--- config.mk ---
export PLATFORM = sky130hd
export DESIGN_NAME = border_trim_bounding_box_core_flat
export DESIGN_NICKNAME = d
export VERILOG_FILES = /design/src/rtl/btb_pkg.sv /design/src/rtl/btb_if.sv /design/src/rtl/btb_cfg.sv /design/src/rtl/btb_track.sv /design/src/rtl/btb_box.sv /design/src/rtl/border_trim_bounding_box_core.sv /design/src/flat_wrapper.sv
export SDC_FILE = /design/constraint.sdc
export NUM_CORES = 1
export LEC_CHECK = 0
export BUFFER_PORTS_ARGS = -buffer_cell sky130_fd_sc_hd__clkbuf_2
export CORE_UTILIZATION = 55
export DETAILED_ROUTE_END_ITERATION = 12
export GPL_TIMING_DRIVEN = 0
export PLACE_DENSITY_LB_ADDON = 0.3
export SYNTH_ARGS = -nofsm -noshare
export SYNTH_HDL_FRONTEND = slang
export SYNTH_HIERARCHICAL = 1
export SYNTH_SLANG_ARGS = --single-unit
export TNS_END_PERCENT = 1
--- constraint.sdc ---
create_clock -name i_clk -period 5.3 [get_ports i_clk]
set_input_delay 0.53 -clock i_clk [delete_from_list [all_inputs] [get_ports i_clk]]
set_output_delay 0.53 -clock i_clk [all_outputs]
set_load 0.01 [all_outputs]
--- src/rtl/btb_pkg.sv ---
// Shared types, widths, register indexes and reset values for the border trim
// bounding box block. No dependencies; every other file in rtl/ uses it.
`timescale 1ns / 1ps
`default_nettype none

package btb_pkg;

    // Field widths fixed by the interface
    localparam int PIX_W      = 8;
    localparam int EDGE_W     = 4;
    localparam int SIZE_W     = 13;
    localparam int CROP_LO_W  = 12;
    localparam int CROP_HI_W  = 13;
    localparam int CFG_IDX_W  = 8;
    localparam int CFG_DATA_W = 13;

    // Default frame size limits
    localparam int MAX_WIDTH_DEF  = 4096;
    localparam int MAX_HEIGHT_DEF = 4096;

    // Largest value a size register can hold
    localparam int SIZE_REG_MAX = (1 << SIZE_W) - 1;

    typedef logic [PIX_W-1:0]      t_pixel;
    typedef logic [EDGE_W-1:0]     t_edge_en;
    typedef logic [SIZE_W-1:0]     t_size;
    typedef logic [CROP_LO_W-1:0]  t_crop_lo;
    typedef logic [CROP_HI_W-1:0]  t_crop_hi;
    typedef logic [CFG_IDX_W-1:0]  t_cfg_idx;
    typedef logic [CFG_DATA_W-1:0] t_cfg_data;

    // Configuration register indexes
    typedef enum logic [CFG_IDX_W-1:0] {
        CFG_THRESHOLD = 8'd0,
        CFG_EDGE_EN   = 8'd1,
        CFG_WIDTH     = 8'd2,
        CFG_HEIGHT    = 8'd3
    } t_cfg_reg;

    // Edge enable bit positions
    localparam int EDGE_LEFT   = 0;
    localparam int EDGE_RIGHT  = 1;
    localparam int EDGE_TOP    = 2;
    localparam int EDGE_BOTTOM = 3;

    // Register reset values
    localparam t_pixel   THRESHOLD_RST = 8'd0;
    localparam t_edge_en EDGE_EN_RST   = 4'hF;
    localparam t_size    WIDTH_RST     = 13'd640;
    localparam t_size    HEIGHT_RST    = 13'd480;

    // Frame status from the tracker to the box stage
    typedef struct packed {
        logic frame_done;   // this pixel closes the frame
        logic any_bright;   // content seen in the frame, this pixel included
    } t_trk_flags;

endpackage

`default_nettype wire

--- src/rtl/btb_if.sv ---
// Valid/ready channel interfaces: pixel input, crop box output, register writes.
// Depends on btb_pkg for payload types.
`timescale 1ns / 1ps
`default_nettype none

interface btb_pix_if;
    logic              valid;
    logic              ready;
    btb_pkg::t_pixel   gray_pixel;

    modport source (output valid, output gray_pixel, input ready);
    modport sink   (input valid, input gray_pixel, output ready);
endinterface

interface btb_box_if;
    logic              valid;
    logic              ready;
    btb_pkg::t_crop_lo crop_left;
    btb_pkg::t_crop_lo crop_top;
    btb_pkg::t_crop_hi crop_right;
    btb_pkg::t_crop_hi crop_bottom;
    logic              was_trimmed;

    modport source (output valid, output crop_left, output crop_top, output crop_right,
                    output crop_bottom, output was_trimmed, input ready);
    modport sink   (input valid, input crop_left, input crop_top, input crop_right,
                    input crop_bottom, input was_trimmed, output ready);
endinterface

interface btb_cfg_if;
    logic               valid;
    logic               ready;
    btb_pkg::t_cfg_idx  index;
    btb_pkg::t_cfg_data data;

    modport source (output valid, output index, output data, input ready);
    modport sink   (input valid, input index, input data, output ready);
endinterface

`default_nettype wire

--- src/rtl/btb_cfg.sv ---
// Configuration registers and frame size clamping.
// Depends on btb_pkg and btb_cfg_if.
`timescale 1ns / 1ps
`default_nettype none

module btb_cfg #(
    parameter int MAX_WIDTH  = btb_pkg::MAX_WIDTH_DEF,
    parameter int MAX_HEIGHT = btb_pkg::MAX_HEIGHT_DEF,
    parameter int COL_W      = 12,
    parameter int ROW_W      = 12
) (
    input  wire                  i_clk,
    input  wire                  i_rst_n,
    btb_cfg_if.sink              i_cfg,
    output btb_pkg::t_pixel      o_threshold,
    output btb_pkg::t_edge_en    o_edge_en,
    output logic [COL_W:0]       o_frame_w,
    output logic [ROW_W:0]       o_frame_h,
    output logic [COL_W-1:0]     o_last_col,
    output logic [ROW_W-1:0]     o_last_row
);

    // A size limit above what the register can hold never binds
    localparam int LIM_W = (MAX_WIDTH  > btb_pkg::SIZE_REG_MAX) ? btb_pkg::SIZE_REG_MAX
                                                                : MAX_WIDTH;
    localparam int LIM_H = (MAX_HEIGHT > btb_pkg::SIZE_REG_MAX) ? btb_pkg::SIZE_REG_MAX
                                                                : MAX_HEIGHT;

    btb_pkg::t_pixel   r_threshold;
    btb_pkg::t_edge_en r_edge_en;
    btb_pkg::t_size    r_width;
    btb_pkg::t_size    r_height;

    assign i_cfg.ready = 1'b1;

    // Register writes; unknown indexes are dropped
    always_ff @(posedge i_clk) begin
        if (!i_rst_n) begin
            r_threshold <= btb_pkg::THRESHOLD_RST;
            r_edge_en   <= btb_pkg::EDGE_EN_RST;
            r_width     <= btb_pkg::WIDTH_RST;
            r_height    <= btb_pkg::HEIGHT_RST;
        end else if (i_cfg.valid) begin
            unique case (i_cfg.index)
                btb_pkg::CFG_THRESHOLD: r_threshold <= btb_pkg::t_pixel'(i_cfg.data);
                btb_pkg::CFG_EDGE_EN:   r_edge_en   <= btb_pkg::t_edge_en'(i_cfg.data);
                btb_pkg::CFG_WIDTH:     r_width     <= btb_pkg::t_size'(i_cfg.data);
                btb_pkg::CFG_HEIGHT:    r_height    <= btb_pkg::t_size'(i_cfg.data);
                default: ;
            endcase
        end
    end

    // Clamp sizes: zero acts as one, large values saturate to the limit
    always_comb begin
        if (r_width == '0) begin
            o_frame_w = (COL_W+1)'(1);
        end else if (r_width > btb_pkg::t_size'(LIM_W)) begin
            o_frame_w = (COL_W+1)'(LIM_W);
        end else begin
            o_frame_w = (COL_W+1)'(r_width);
        end

        if (r_height == '0) begin
            o_frame_h = (ROW_W+1)'(1);
        end else if (r_height > btb_pkg::t_size'(LIM_H)) begin
            o_frame_h = (ROW_W+1)'(LIM_H);
        end else begin
            o_frame_h = (ROW_W+1)'(r_height);
        end
    end

    assign o_last_col  = COL_W'(o_frame_w - (COL_W+1)'(1));
    assign o_last_row  = ROW_W'(o_frame_h - (ROW_W+1)'(1));
    assign o_threshold = r_threshold;
    assign o_edge_en   = r_edge_en;

endmodule

`default_nettype wire

--- src/rtl/btb_track.sv ---
// Raster position counters and bright pixel extent trackers.
// Depends on btb_pkg.
`timescale 1ns / 1ps
`default_nettype none

module btb_track #(
    parameter int COL_W = 12,
    parameter int ROW_W = 12
) (
    input  wire                  i_clk,
    input  wire                  i_rst_n,
    input  wire                  i_step,
    input  btb_pkg::t_pixel      i_pixel,
    input  btb_pkg::t_pixel      i_threshold,
    input  wire [COL_W-1:0]      i_last_col,
    input  wire [ROW_W-1:0]      i_last_row,
    output btb_pkg::t_trk_flags  o_flags,
    output logic [COL_W-1:0]     o_min_col,
    output logic [COL_W-1:0]     o_max_col,
    output logic [ROW_W-1:0]     o_min_row,
    output logic [ROW_W-1:0]     o_max_row
);

    logic [COL_W-1:0] r_col, r_min_col, r_max_col;
    logic [ROW_W-1:0] r_row, r_min_row, r_max_row;
    logic             r_any;

    logic [COL_W-1:0] n_min_col, n_max_col;
    logic [ROW_W-1:0] n_min_row, n_max_row;
    logic             n_any;
    logic             bright, last_col, last_row;

    // Extents including the current pixel
    always_comb begin
        bright    = i_pixel > i_threshold;
        n_min_col = (bright && (r_col < r_min_col)) ? r_col : r_min_col;
        n_max_col = (bright && (r_col > r_max_col)) ? r_col : r_max_col;
        n_min_row = (bright && (r_row < r_min_row)) ? r_row : r_min_row;
        n_max_row = (bright && (r_row > r_max_row)) ? r_row : r_max_row;
        n_any     = r_any | bright;
        // >= so that a size shrunk mid-frame ends the row or frame here
        last_col  = r_col >= i_last_col;
        last_row  = r_row >= i_last_row;
    end

    assign o_flags.frame_done = last_col & last_row;
    assign o_flags.any_bright = n_any;
    assign o_min_col = n_min_col;
    assign o_max_col = n_max_col;
    assign o_min_row = n_min_row;
    assign o_max_row = n_max_row;

    // Position and tracker update; clean state after the last pixel
    always_ff @(posedge i_clk) begin
        if (!i_rst_n) begin
            r_col     <= '0;
            r_row     <= '0;
            r_min_col <= '1;
            r_max_col <= '0;
            r_min_row <= '1;
            r_max_row <= '0;
            r_any     <= 1'b0;
        end else if (i_step) begin
            if (last_col && last_row) begin
                r_col     <= '0;
                r_row     <= '0;
                r_min_col <= '1;
                r_max_col <= '0;
                r_min_row <= '1;
                r_max_row <= '0;
                r_any     <= 1'b0;
            end else begin
                if (last_col) begin
                    r_col <= '0;
                    r_row <= r_row + ROW_W'(1);
                end else begin
                    r_col <= r_col + COL_W'(1);
                end
                r_min_col <= n_min_col;
                r_max_col <= n_max_col;
                r_min_row <= n_min_row;
                r_max_row <= n_max_row;
                r_any     <= n_any;
            end
        end
    end

endmodule

`default_nettype wire

--- src/rtl/btb_box.sv ---
// Crop box assembly from the frame extents and the result output register.
// Depends on btb_pkg and btb_box_if.
`timescale 1ns / 1ps
`default_nettype none

module btb_box #(
    parameter int COL_W = 12,
    parameter int ROW_W = 12
) (
    input  wire                  i_clk,
    input  wire                  i_rst_n,
    input  wire                  i_step,
    input  btb_pkg::t_trk_flags  i_flags,
    input  wire [COL_W-1:0]      i_min_col,
    input  wire [COL_W-1:0]      i_max_col,
    input  wire [ROW_W-1:0]      i_min_row,
    input  wire [ROW_W-1:0]      i_max_row,
    input  btb_pkg::t_edge_en    i_edge_en,
    input  wire [COL_W:0]        i_frame_w,
    input  wire [ROW_W:0]        i_frame_h,
    output logic                 o_advance,
    btb_box_if.source            o_box
);

    logic [COL_W-1:0] left;
    logic [COL_W:0]   right;
    logic [ROW_W-1:0] top;
    logic [ROW_W:0]   bottom;
    logic             trimmed;

    logic              r_vld;
    btb_pkg::t_crop_lo r_left, r_top;
    btb_pkg::t_crop_hi r_right, r_bottom;
    logic              r_trimmed;

    // Trim enabled edges; fall back to the full frame for an empty box
    always_comb begin
        left   = (i_flags.any_bright && i_edge_en[btb_pkg::EDGE_LEFT])   ? i_min_col : '0;
        right  = (i_flags.any_bright && i_edge_en[btb_pkg::EDGE_RIGHT])
               ? ((COL_W+1)'(i_max_col) + (COL_W+1)'(1)) : i_frame_w;
        top    = (i_flags.any_bright && i_edge_en[btb_pkg::EDGE_TOP])    ? i_min_row : '0;
        bottom = (i_flags.any_bright && i_edge_en[btb_pkg::EDGE_BOTTOM])
               ? ((ROW_W+1)'(i_max_row) + (ROW_W+1)'(1)) : i_frame_h;
        trimmed = i_flags.any_bright && (right > (COL_W+1)'(left))
                                     && (bottom > (ROW_W+1)'(top));
        if (!trimmed) begin
            left   = '0;
            right  = i_frame_w;
            top    = '0;
            bottom = i_frame_h;
        end
    end

    // Only a frame's last pixel has to wait for a free or draining output slot
    assign o_advance = !i_flags.frame_done || !r_vld || o_box.ready;

    always_ff @(posedge i_clk) begin
        if (!i_rst_n) begin
            r_vld <= 1'b0;
        end else if (i_step && i_flags.frame_done) begin
            r_vld <= 1'b1;
        end else if (o_box.ready) begin
            r_vld <= 1'b0;
        end
    end

    // Result payload, loaded at the last pixel of a frame
    always_ff @(posedge i_clk) begin
        if (i_step && i_flags.frame_done) begin
            r_left    <= btb_pkg::t_crop_lo'(left);
            r_top     <= btb_pkg::t_crop_lo'(top);
            r_right   <= btb_pkg::t_crop_hi'(right);
            r_bottom  <= btb_pkg::t_crop_hi'(bottom);
            r_trimmed <= trimmed;
        end
    end

    assign o_box.valid       = r_vld;
    assign o_box.crop_left   = r_left;
    assign o_box.crop_top    = r_top;
    assign o_box.crop_right  = r_right;
    assign o_box.crop_bottom = r_bottom;
    assign o_box.was_trimmed = r_trimmed;

endmodule

`default_nettype wire

--- src/rtl/border_trim_bounding_box_core.sv ---
// Border trim bounding box: takes one gray pixel per clock, in raster order, and
// after the last pixel of each frame delivers one crop box (left/top inclusive,
// right/bottom exclusive) around all pixels brighter than the threshold. Each
// pixel goes through an input register and one tracker update; the box is loaded
// into the output register as the frame's last pixel leaves the input register,
// and pixels keep streaming at one per clock while the box waits to be taken. Only
// the last pixel of the next frame waits until the previous box has been taken.
// The rate is set by the combinational position and extent update. Configuration
// is to be written only between frames while the block is idle.
// Depends on btb_pkg, btb_if, btb_cfg, btb_track and btb_box.
`timescale 1ns / 1ps
`default_nettype none

module border_trim_bounding_box_core #(
    parameter int MAX_WIDTH  = btb_pkg::MAX_WIDTH_DEF,
    parameter int MAX_HEIGHT = btb_pkg::MAX_HEIGHT_DEF
) (
    input  wire        i_clk,
    input  wire        i_rst_n,
    btb_cfg_if.sink    i_cfg,
    btb_pix_if.sink    i_pix,
    btb_box_if.source  o_box
);

    // Counter widths; the 13-bit size registers cap the useful range
    localparam int COL_W = ($clog2(MAX_WIDTH)  > btb_pkg::SIZE_W) ? btb_pkg::SIZE_W
                                                                  : $clog2(MAX_WIDTH);
    localparam int ROW_W = ($clog2(MAX_HEIGHT) > btb_pkg::SIZE_W) ? btb_pkg::SIZE_W
                                                                  : $clog2(MAX_HEIGHT);

    btb_pkg::t_pixel     threshold;
    btb_pkg::t_edge_en   edge_en;
    logic [COL_W:0]      frame_w;
    logic [ROW_W:0]      frame_h;
    logic [COL_W-1:0]    last_col, min_col, max_col;
    logic [ROW_W-1:0]    last_row, min_row, max_row;
    btb_pkg::t_trk_flags flags;
    logic                advance, step;

    btb_pkg::t_pixel     r_pix;
    logic                r_pix_vld;

    btb_cfg #(
        .MAX_WIDTH  (MAX_WIDTH),
        .MAX_HEIGHT (MAX_HEIGHT),
        .COL_W      (COL_W),
        .ROW_W      (ROW_W)
    ) u_cfg (
        .i_clk       (i_clk),
        .i_rst_n     (i_rst_n),
        .i_cfg       (i_cfg),
        .o_threshold (threshold),
        .o_edge_en   (edge_en),
        .o_frame_w   (frame_w),
        .o_frame_h   (frame_h),
        .o_last_col  (last_col),
        .o_last_row  (last_row)
    );

    // Input register: refilled whenever its pixel moves on or it is empty
    assign i_pix.ready = advance || !r_pix_vld;
    assign step        = r_pix_vld && advance;

    always_ff @(posedge i_clk) begin
        if (!i_rst_n) begin
            r_pix_vld <= 1'b0;
        end else if (i_pix.valid && i_pix.ready) begin
            r_pix_vld <= 1'b1;
        end else if (step) begin
            r_pix_vld <= 1'b0;
        end
    end

    always_ff @(posedge i_clk) begin
        if (i_pix.valid && i_pix.ready) begin
            r_pix <= i_pix.gray_pixel;
        end
    end

    btb_track #(
        .COL_W (COL_W),
        .ROW_W (ROW_W)
    ) u_track (
        .i_clk       (i_clk),
        .i_rst_n     (i_rst_n),
        .i_step      (step),
        .i_pixel     (r_pix),
        .i_threshold (threshold),
        .i_last_col  (last_col),
        .i_last_row  (last_row),
        .o_flags     (flags),
        .o_min_col   (min_col),
        .o_max_col   (max_col),
        .o_min_row   (min_row),
        .o_max_row   (max_row)
    );

    btb_box #(
        .COL_W (COL_W),
        .ROW_W (ROW_W)
    ) u_box (
        .i_clk     (i_clk),
        .i_rst_n   (i_rst_n),
        .i_step    (step),
        .i_flags   (flags),
        .i_min_col (min_col),
        .i_max_col (max_col),
        .i_min_row (min_row),
        .i_max_row (max_row),
        .i_edge_en (edge_en),
        .i_frame_w (frame_w),
        .i_frame_h (frame_h),
        .o_advance (advance),
        .o_box     (o_box)
    );

endmodule

`default_nettype wire
--- src/flat_wrapper.sv ---
// flat-port wrapper written by rule: the top's interface ports become plain ports
module border_trim_bounding_box_core_flat 
#(
    parameter int MAX_WIDTH  = btb_pkg::MAX_WIDTH_DEF,
    parameter int MAX_HEIGHT = btb_pkg::MAX_HEIGHT_DEF
)
  (i_clk, i_rst_n, i_cfg_valid, i_cfg_index, i_cfg_data, i_cfg_ready, i_pix_valid, i_pix_gray_pixel, i_pix_ready, o_box_valid, o_box_crop_left, o_box_crop_top, o_box_crop_right, o_box_crop_bottom, o_box_was_trimmed, o_box_ready);
  btb_cfg_if i_cfg_i ();
  btb_pix_if i_pix_i ();
  btb_box_if o_box_i ();
  input  wire i_clk;
  input  wire i_rst_n;
  input wire logic [$bits(i_cfg_i.valid)-1:0] i_cfg_valid;
  input wire logic [$bits(i_cfg_i.index)-1:0] i_cfg_index;
  input wire logic [$bits(i_cfg_i.data)-1:0] i_cfg_data;
  output wire logic [$bits(i_cfg_i.ready)-1:0] i_cfg_ready;
  input wire logic [$bits(i_pix_i.valid)-1:0] i_pix_valid;
  input wire logic [$bits(i_pix_i.gray_pixel)-1:0] i_pix_gray_pixel;
  output wire logic [$bits(i_pix_i.ready)-1:0] i_pix_ready;
  output wire logic [$bits(o_box_i.valid)-1:0] o_box_valid;
  output wire logic [$bits(o_box_i.crop_left)-1:0] o_box_crop_left;
  output wire logic [$bits(o_box_i.crop_top)-1:0] o_box_crop_top;
  output wire logic [$bits(o_box_i.crop_right)-1:0] o_box_crop_right;
  output wire logic [$bits(o_box_i.crop_bottom)-1:0] o_box_crop_bottom;
  output wire logic [$bits(o_box_i.was_trimmed)-1:0] o_box_was_trimmed;
  input wire logic [$bits(o_box_i.ready)-1:0] o_box_ready;
  assign i_cfg_i.valid = i_cfg_valid;
  assign i_cfg_i.index = i_cfg_index;
  assign i_cfg_i.data = i_cfg_data;
  assign i_cfg_ready = i_cfg_i.ready;
  assign i_pix_i.valid = i_pix_valid;
  assign i_pix_i.gray_pixel = i_pix_gray_pixel;
  assign i_pix_ready = i_pix_i.ready;
  assign o_box_valid = o_box_i.valid;
  assign o_box_crop_left = o_box_i.crop_left;
  assign o_box_crop_top = o_box_i.crop_top;
  assign o_box_crop_right = o_box_i.crop_right;
  assign o_box_crop_bottom = o_box_i.crop_bottom;
  assign o_box_was_trimmed = o_box_i.was_trimmed;
  assign o_box_i.ready = o_box_ready;
  border_trim_bounding_box_core #(.MAX_WIDTH(MAX_WIDTH), .MAX_HEIGHT(MAX_HEIGHT)) u_core (.i_clk(i_clk), .i_rst_n(i_rst_n), .i_cfg(i_cfg_i), .i_pix(i_pix_i), .o_box(o_box_i));
endmodule
==> metrics.txt <==
# TYPE chip_impl_metric gauge
chip_impl_info{name="outcome",value="finished with violations"} 1
chip_impl_info{name="violations",value="negative setup slack"} 1
chip_impl_metric{name="detailed_place.area",unit="mm²"} 0.0122
chip_impl_metric{name="synth_compound_area_share",unit="%"} 15.6
chip_impl_metric{name="design_area",unit="mm²"} 0.0135
chip_impl_info{name="path_cells",value="ha_1 > nand4_1 > buf_4 > a211oi_4 > nor2_4 > nor2_4 > buf_8 > mux2_4 > ha_4 > buf_4 > xnor2_1 > o21ai_0 > ha_1 > nand3_1 > or4_4 > a32o_2 > o21ai_4 > buf_6 > buf_6 > buf_6 > mux2_4"} 1
chip_impl_metric{name="ys_types",unit=""} 75
chip_impl_info{name="critical_path.endpoint_type",value="flip-flop"} 1
chip_impl_metric{name="cts.reportedPaths.clkPinSlew",unit="ns"} 0.08
chip_impl_metric{name="post_route_cells_drive_above_1_share",unit="%"} 24.5
chip_impl_metric{name="max_cap_violation_count",unit=""} 0
chip_impl_metric{name="finalSetupViolCount",unit=""} 28
chip_impl_metric{name="dr.pass1.iters",unit=""} 6
chip_impl_metric{name="timing.clock.skew",unit="ns"} 0.0138
chip_impl_metric{name="clock_insertion_delay_worst_skew",unit="ns"} 0.44
chip_impl_info{name="synthFlopType",value="sky130_fd_sc_hd__dfxtp_1"} 1
chip_impl_metric{name="ant_nets",unit=""} 0
chip_impl_metric{name="multi_input_comb_area",unit="mm²"} 0.00703
chip_impl_metric{name="dr_total_vias",unit=""} 10654
chip_impl_metric{name="post_synth_instance_area",unit="mm²"} 0.0114
chip_impl_metric{name="timing.critical_path.slowest_cell_delay",unit="ns"} 0.53
chip_impl_metric{name="drc",unit=""} 0
chip_impl_metric{name="timing.slew.headroom",unit="%"} 48.4
chip_impl_metric{name="hold_slack",unit="ns"} 0.255
chip_impl_metric{name="postCtsHoldBufs",unit=""} 0
chip_impl_metric{name="numClockSinks",unit=""} 172
chip_impl_metric{name="cells_after_dpl",unit=""} 1641
chip_impl_metric{name="simple_gate_fraction_of_synth_area",unit="%"} 19.0
chip_impl_metric{name="synth.top_cell.area_share",unit="%"} 19.9
chip_impl_metric{name="fillCellCount",unit=""} 1633
chip_impl_info{name="cts_root_buffer",value="sky130_fd_sc_hd__clkbuf_16"} 1
chip_impl_metric{name="register_area",unit="mm²"} 0.00406
chip_impl_metric{name="routabilityCongestion",unit=""} 0.973
chip_impl_metric{name="design.die.area",unit="mm²"} 0.0213
chip_impl_metric{name="power.density_cell_area",unit="mW/mm²"} 238
chip_impl_metric{name="maximum_number_of_pins_on_one_net_before_global_route_repair",unit=""} 53
chip_impl_metric{name="clock_tree.buffer_depth",unit=""} 2
chip_impl_metric{name="floorplan.rows",unit=""} 52
chip_impl_metric{name="avgSynthCellArea",unit="µm²"} 8.87
chip_impl_metric{name="cp_num_buf_inv",unit=""} 6
chip_impl_info{name="timing.critical_path.mode_cell",value="sky130_fd_sc_hd__buf_6"} 1
chip_impl_metric{name="timing.critical_path.fanout_max",unit=""} 5
chip_impl_metric{name="rrSetupSlack",unit="ns"} -0.12
chip_impl_metric{name="static-leakage-power",unit="µW"} 0.00586
chip_impl_info{name="worst_setup_path_start_kind",value="flip-flop"} 1
chip_impl_metric{name="worstPathRequired",unit="ns"} 5.49
chip_impl_metric{name="final-hold-violation-count",unit=""} 0
chip_impl_metric{name="global_router_s_overall_resource_usage",unit="%"} 31.1
chip_impl_metric{name="cts_inserted_buffers",unit=""} 17
chip_impl_metric{name="antenna_found_initial",unit=""} 0
chip_impl_metric{name="first_global_vias",unit=""} 9981
chip_impl_metric{name="synth_seq_cells",unit=""} 172
chip_impl_info{name="post-synth-top-area-cell",value="sky130_fd_sc_hd__dfxtp_1"} 1
chip_impl_metric{name="gr-total-overflow",unit=""} 0
chip_impl_info{name="cts_tree",value="done"} 1
chip_impl_metric{name="finish.utilization",unit="%"} 66.7
chip_impl_metric{name="die_width",unit="µm"} 146
chip_impl_info{name="synth_top_family_by_area",value="simple AND/OR/NAND/NOR gates"} 1
chip_impl_metric{name="number_of_nets_at_the_end_of_the_flow",unit=""} 1563
chip_impl_metric{name="finalNonFillerCells",unit=""} 1704
chip_impl_metric{name="starting_density",unit="%"} 56.1
chip_impl_metric{name="place.detailed.hpwl",unit="µm"} 23800
chip_impl_metric{name="timing.fmax",unit="MHz"} 184
chip_impl_info{name="rsz_0062_raised_after_global_routing",value="yes"} 1
chip_impl_metric{name="layout_setup_ws",unit="ns"} -0.120
chip_impl_metric{name="post_drt_wl_per_cell",unit="µm"} 19.9
chip_impl_metric{name="period_needed",unit="ns"} 5.42
chip_impl_metric{name="coreArea",unit="mm²"} 0.0203
chip_impl_metric{name="peakVddDrop",unit="mV"} 0.204
chip_impl_metric{name="syn-num-nets",unit=""} 1427
chip_impl_metric{name="antennaDiodeCount",unit=""} 0
chip_impl_metric{name="area_share_of_xor_xnor_cells_in_the_synthesized_design",unit="%"} 2.54
chip_impl_metric{name="yosys.area_share.adder",unit="%"} 11.9
chip_impl_metric{name="cp_data_arrival_time",unit="ns"} 5.61
chip_impl_metric{name="initialDrtViolationCount",unit=""} 1054
chip_impl_metric{name="min_period_over_period",unit="%"} 102
chip_impl_metric{name="route.detailed.vias_per_inst",unit=""} 6.25
chip_impl_info{name="path_delay_family",value="simple AND/OR/NAND/NOR gates"} 1
chip_impl_metric{name="ys.warnings.count",unit=""} 6
chip_impl_metric{name="synth_edf_count",unit=""} 59
chip_impl_info{name="crit_path_top_delay_cell",value="sky130_fd_sc_hd__or4_4"} 1
chip_impl_metric{name="synthArstFlopShare",unit="%"} 0
chip_impl_metric{name="flow.area_growth_from_synthesis",unit="%"} 18.9
chip_impl_metric{name="tightestPinTransition",unit="ns"} 0.766
chip_impl_metric{name="grt_first_pass_wirelength",unit="µm"} 51700
chip_impl_info{name="synth_area_leaders",value="sky130_fd_sc_hd__dfxtp_1 (20%), sky130_fd_sc_hd__edfxtp_1 (16%), sky130_fd_sc_hd__ha_1 (12%), sky130_fd_sc_hd__o21ai_0 (5.4%), sky130_fd_sc_hd__nand3_1 (5.2%)"} 1
chip_impl_metric{name="ioPinCount",unit=""} 88
chip_impl_metric{name="syn_inst",unit=""} 1285
chip_impl_metric{name="ctsHtreeMaxLevel",unit=""} 4
chip_impl_metric{name="final_max_slew_viol_count",unit=""} 0
chip_impl_metric{name="totalWireLength",unit="µm"} 33900
chip_impl_metric{name="post_synth_mux_area_share",unit="%"} 9.31
chip_impl_metric{name="port_buffers",unit=""} 86
chip_impl_info{name="timing.setup.critical_path_class",value="flip-flop to flip-flop"} 1
chip_impl_metric{name="die_h",unit="µm"} 146
chip_impl_info{name="hold_path_class",value="input pin to flip-flop"} 1
chip_impl_metric{name="ys_seq_area_share",unit="%"} 35.4
## path summary, 6_finish.rpt
path                                     from  cells past startpoint                                to
setup reg to reg              u_core/r_pix[6]                     21  u_core/u_box/o_box.crop_right[2]
hold reg to reg   u_core/u_track/r_max_row[6]                      2       u_core/u_track/r_max_row[6]
setup / recovery              u_core/r_pix[6]                     21  u_core/u_box/o_box.crop_right[2]
hold / removal            i_pix_gray_pixel[2]                      1                   u_core/r_pix[2]
## through the flow
stage          setup WS, ns  total power (µW)  setup TNS (ns)
6_report             -0.120              3220           -2.51
5_1_grt              -0.131              3310           -3.10
4_1_cts             0.00412              3200               0
3_5_place_dp         -0.571              1820          -70.95
3_3_place_gp         -0.485              1810          -58.96
2_1_floorplan         0.333              1700               0
## worst register-to-register path, delay by kind of cell, from the launching register on
family | cells | cell delay, ns
flip-flops | 1 | 0.39
buffers and inverters | 6 | 0.84
AND/OR/NAND/NOR | 5 | 1.15
adder cells (fa/ha/maj) | 3 | 0.88
XOR/XNOR | 1 | 0.20
AO/OA/AOI/OAI | 4 | 1.06
multiplexers | 2 | 0.65
## synth_stat cells, types with 20 or more instances
cell,number
sky130_fd_sc_hd__dfxtp_1,113
sky130_fd_sc_hd__mux2i_1,22
sky130_fd_sc_hd__ha_1,108
sky130_fd_sc_hd__mux2_4,20
sky130_fd_sc_hd__nand2_1,103
sky130_fd_sc_hd__nor2_1,78
sky130_fd_sc_hd__xor2_1,22
sky130_fd_sc_hd__o21ai_0,123
sky130_fd_sc_hd__edfxtp_1,59
sky130_fd_sc_hd__inv_1,97
sky130_fd_sc_hd__clkbuf_1,41
sky130_fd_sc_hd__a21oi_1,65
sky130_fd_sc_hd__mux2_2,45
sky130_fd_sc_hd__nor2b_1,30
sky130_fd_sc_hd__nand3_1,118
sky130_fd_sc_hd__nand4_1,29
## cell usage in the layout (no fill, tap or decap), types with 11 or more instances in the layout
| cell type | netlist | final |
|---|---|---|
| sky130_fd_sc_hd__nand3_1 | 118 | 112 |
| sky130_fd_sc_hd__dfxtp_1 | 113 | 96 |
| sky130_fd_sc_hd__mux2_4 | 20 | 33 |
| sky130_fd_sc_hd__o211ai_1 | 11 | 11 |
| sky130_fd_sc_hd__buf_4 | 6 | 31 |
| sky130_fd_sc_hd__nand4_1 | 29 | 29 |
| sky130_fd_sc_hd__nand2_1 | 103 | 102 |
| sky130_fd_sc_hd__buf_2 | 13 | 13 |
| sky130_fd_sc_hd__clkbuf_16 | 0 | 18 |
| sky130_fd_sc_hd__mux2i_1 | 22 | 19 |
| sky130_fd_sc_hd__o21ai_0 | 123 | 112 |
| sky130_fd_sc_hd__nor2b_1 | 30 | 30 |
| sky130_fd_sc_hd__xor2_1 | 22 | 19 |
| sky130_fd_sc_hd__inv_1 | 97 | 96 |
| sky130_fd_sc_hd__o31ai_1 | 13 | 13 |
| sky130_fd_sc_hd__nor2_1 | 78 | 72 |
| sky130_fd_sc_hd__clkbuf_2 | 0 | 92 |
| sky130_fd_sc_hd__mux2_2 | 45 | 35 |
| sky130_fd_sc_hd__a211oi_1 | 11 | 11 |
| sky130_fd_sc_hd__a21oi_1 | 65 | 62 |
| sky130_fd_sc_hd__clkbuf_1 | 41 | 29 |
| sky130_fd_sc_hd__ha_1 | 108 | 101 |
| sky130_fd_sc_hd__dfxtp_2 | 0 | 15 |
| sky130_fd_sc_hd__edfxtp_1 | 59 | 59 |
| sky130_fd_sc_hd__a21o_1 | 17 | 17 |
## kinds of logic after synthesis
| logic type | count (synthesis) |
|---|---|
| DFF | 172 |
| xor gates and xnor gates | 33 |
| buffers and inverters | 168 |
| other | 1 |
| and+or+nand+nor | 426 |
| adders and majority gates | 108 |
| AOI/OAI and AO/OA | 287 |
| muxes | 90 |
## layout make-up
cell class / count / area share (%)
plain buffers: 66 / 2.68
clock inverters: 15 / 1.43
clock buffers: 17 / 3.14
well taps: 270 / 2.49
flip-flops and latches: 172 / 30.0
inverters: 98 / 2.72
multi-input cells: 945 / 51.9
repair buffers: 121 / 5.63
## power breakdown
group / internal [µW] / switching, µW / total, µW / leakage, µW
clock network: 722 / 610 / 1330 / 0.000305
registers: 1380 / 14.4 / 1390 / 0.00146
logic: 205 / 287 / 492 / 0.00410
total: 2310 / 911 / 3220 / 0.00586
## flip-flops by register name, summed over array words and instances, names as in the netlist, 13 cells and up
name and count:
u_core/u_box/o_box.crop_right 13, u_core/u_cfg/r_width 13, u_core/u_cfg/r_height 13, u_core/u_box/o_box.crop_bottom 13
## repair_timing
| item | in CTS | in global routing |
|---|---|---|
| gates resized for setup | 83 | 60 |
| setup buffers | 22 | 11 |
| cloned | 2 | 1 |
| pin swaps | 21 | 33 |
| setup endpoints to repair | 169 | 172 |
## metal layers
| metal | up-vias | wire length (µm) | global-route usage, % |
|---|---|---|---|
| met5 | - | 0 | 0 |
| met4 | 0 | 1820 | 16.7 |
| met3 | 139 | 2410 | 5.71 |
| met2 | 547 | 15800 | 51.1 |
| met1 | 5071 | 13900 | 38.8 |
| li1 | 4897 | - | - |
No activity file was read; power rests on OpenSTA's default activity.
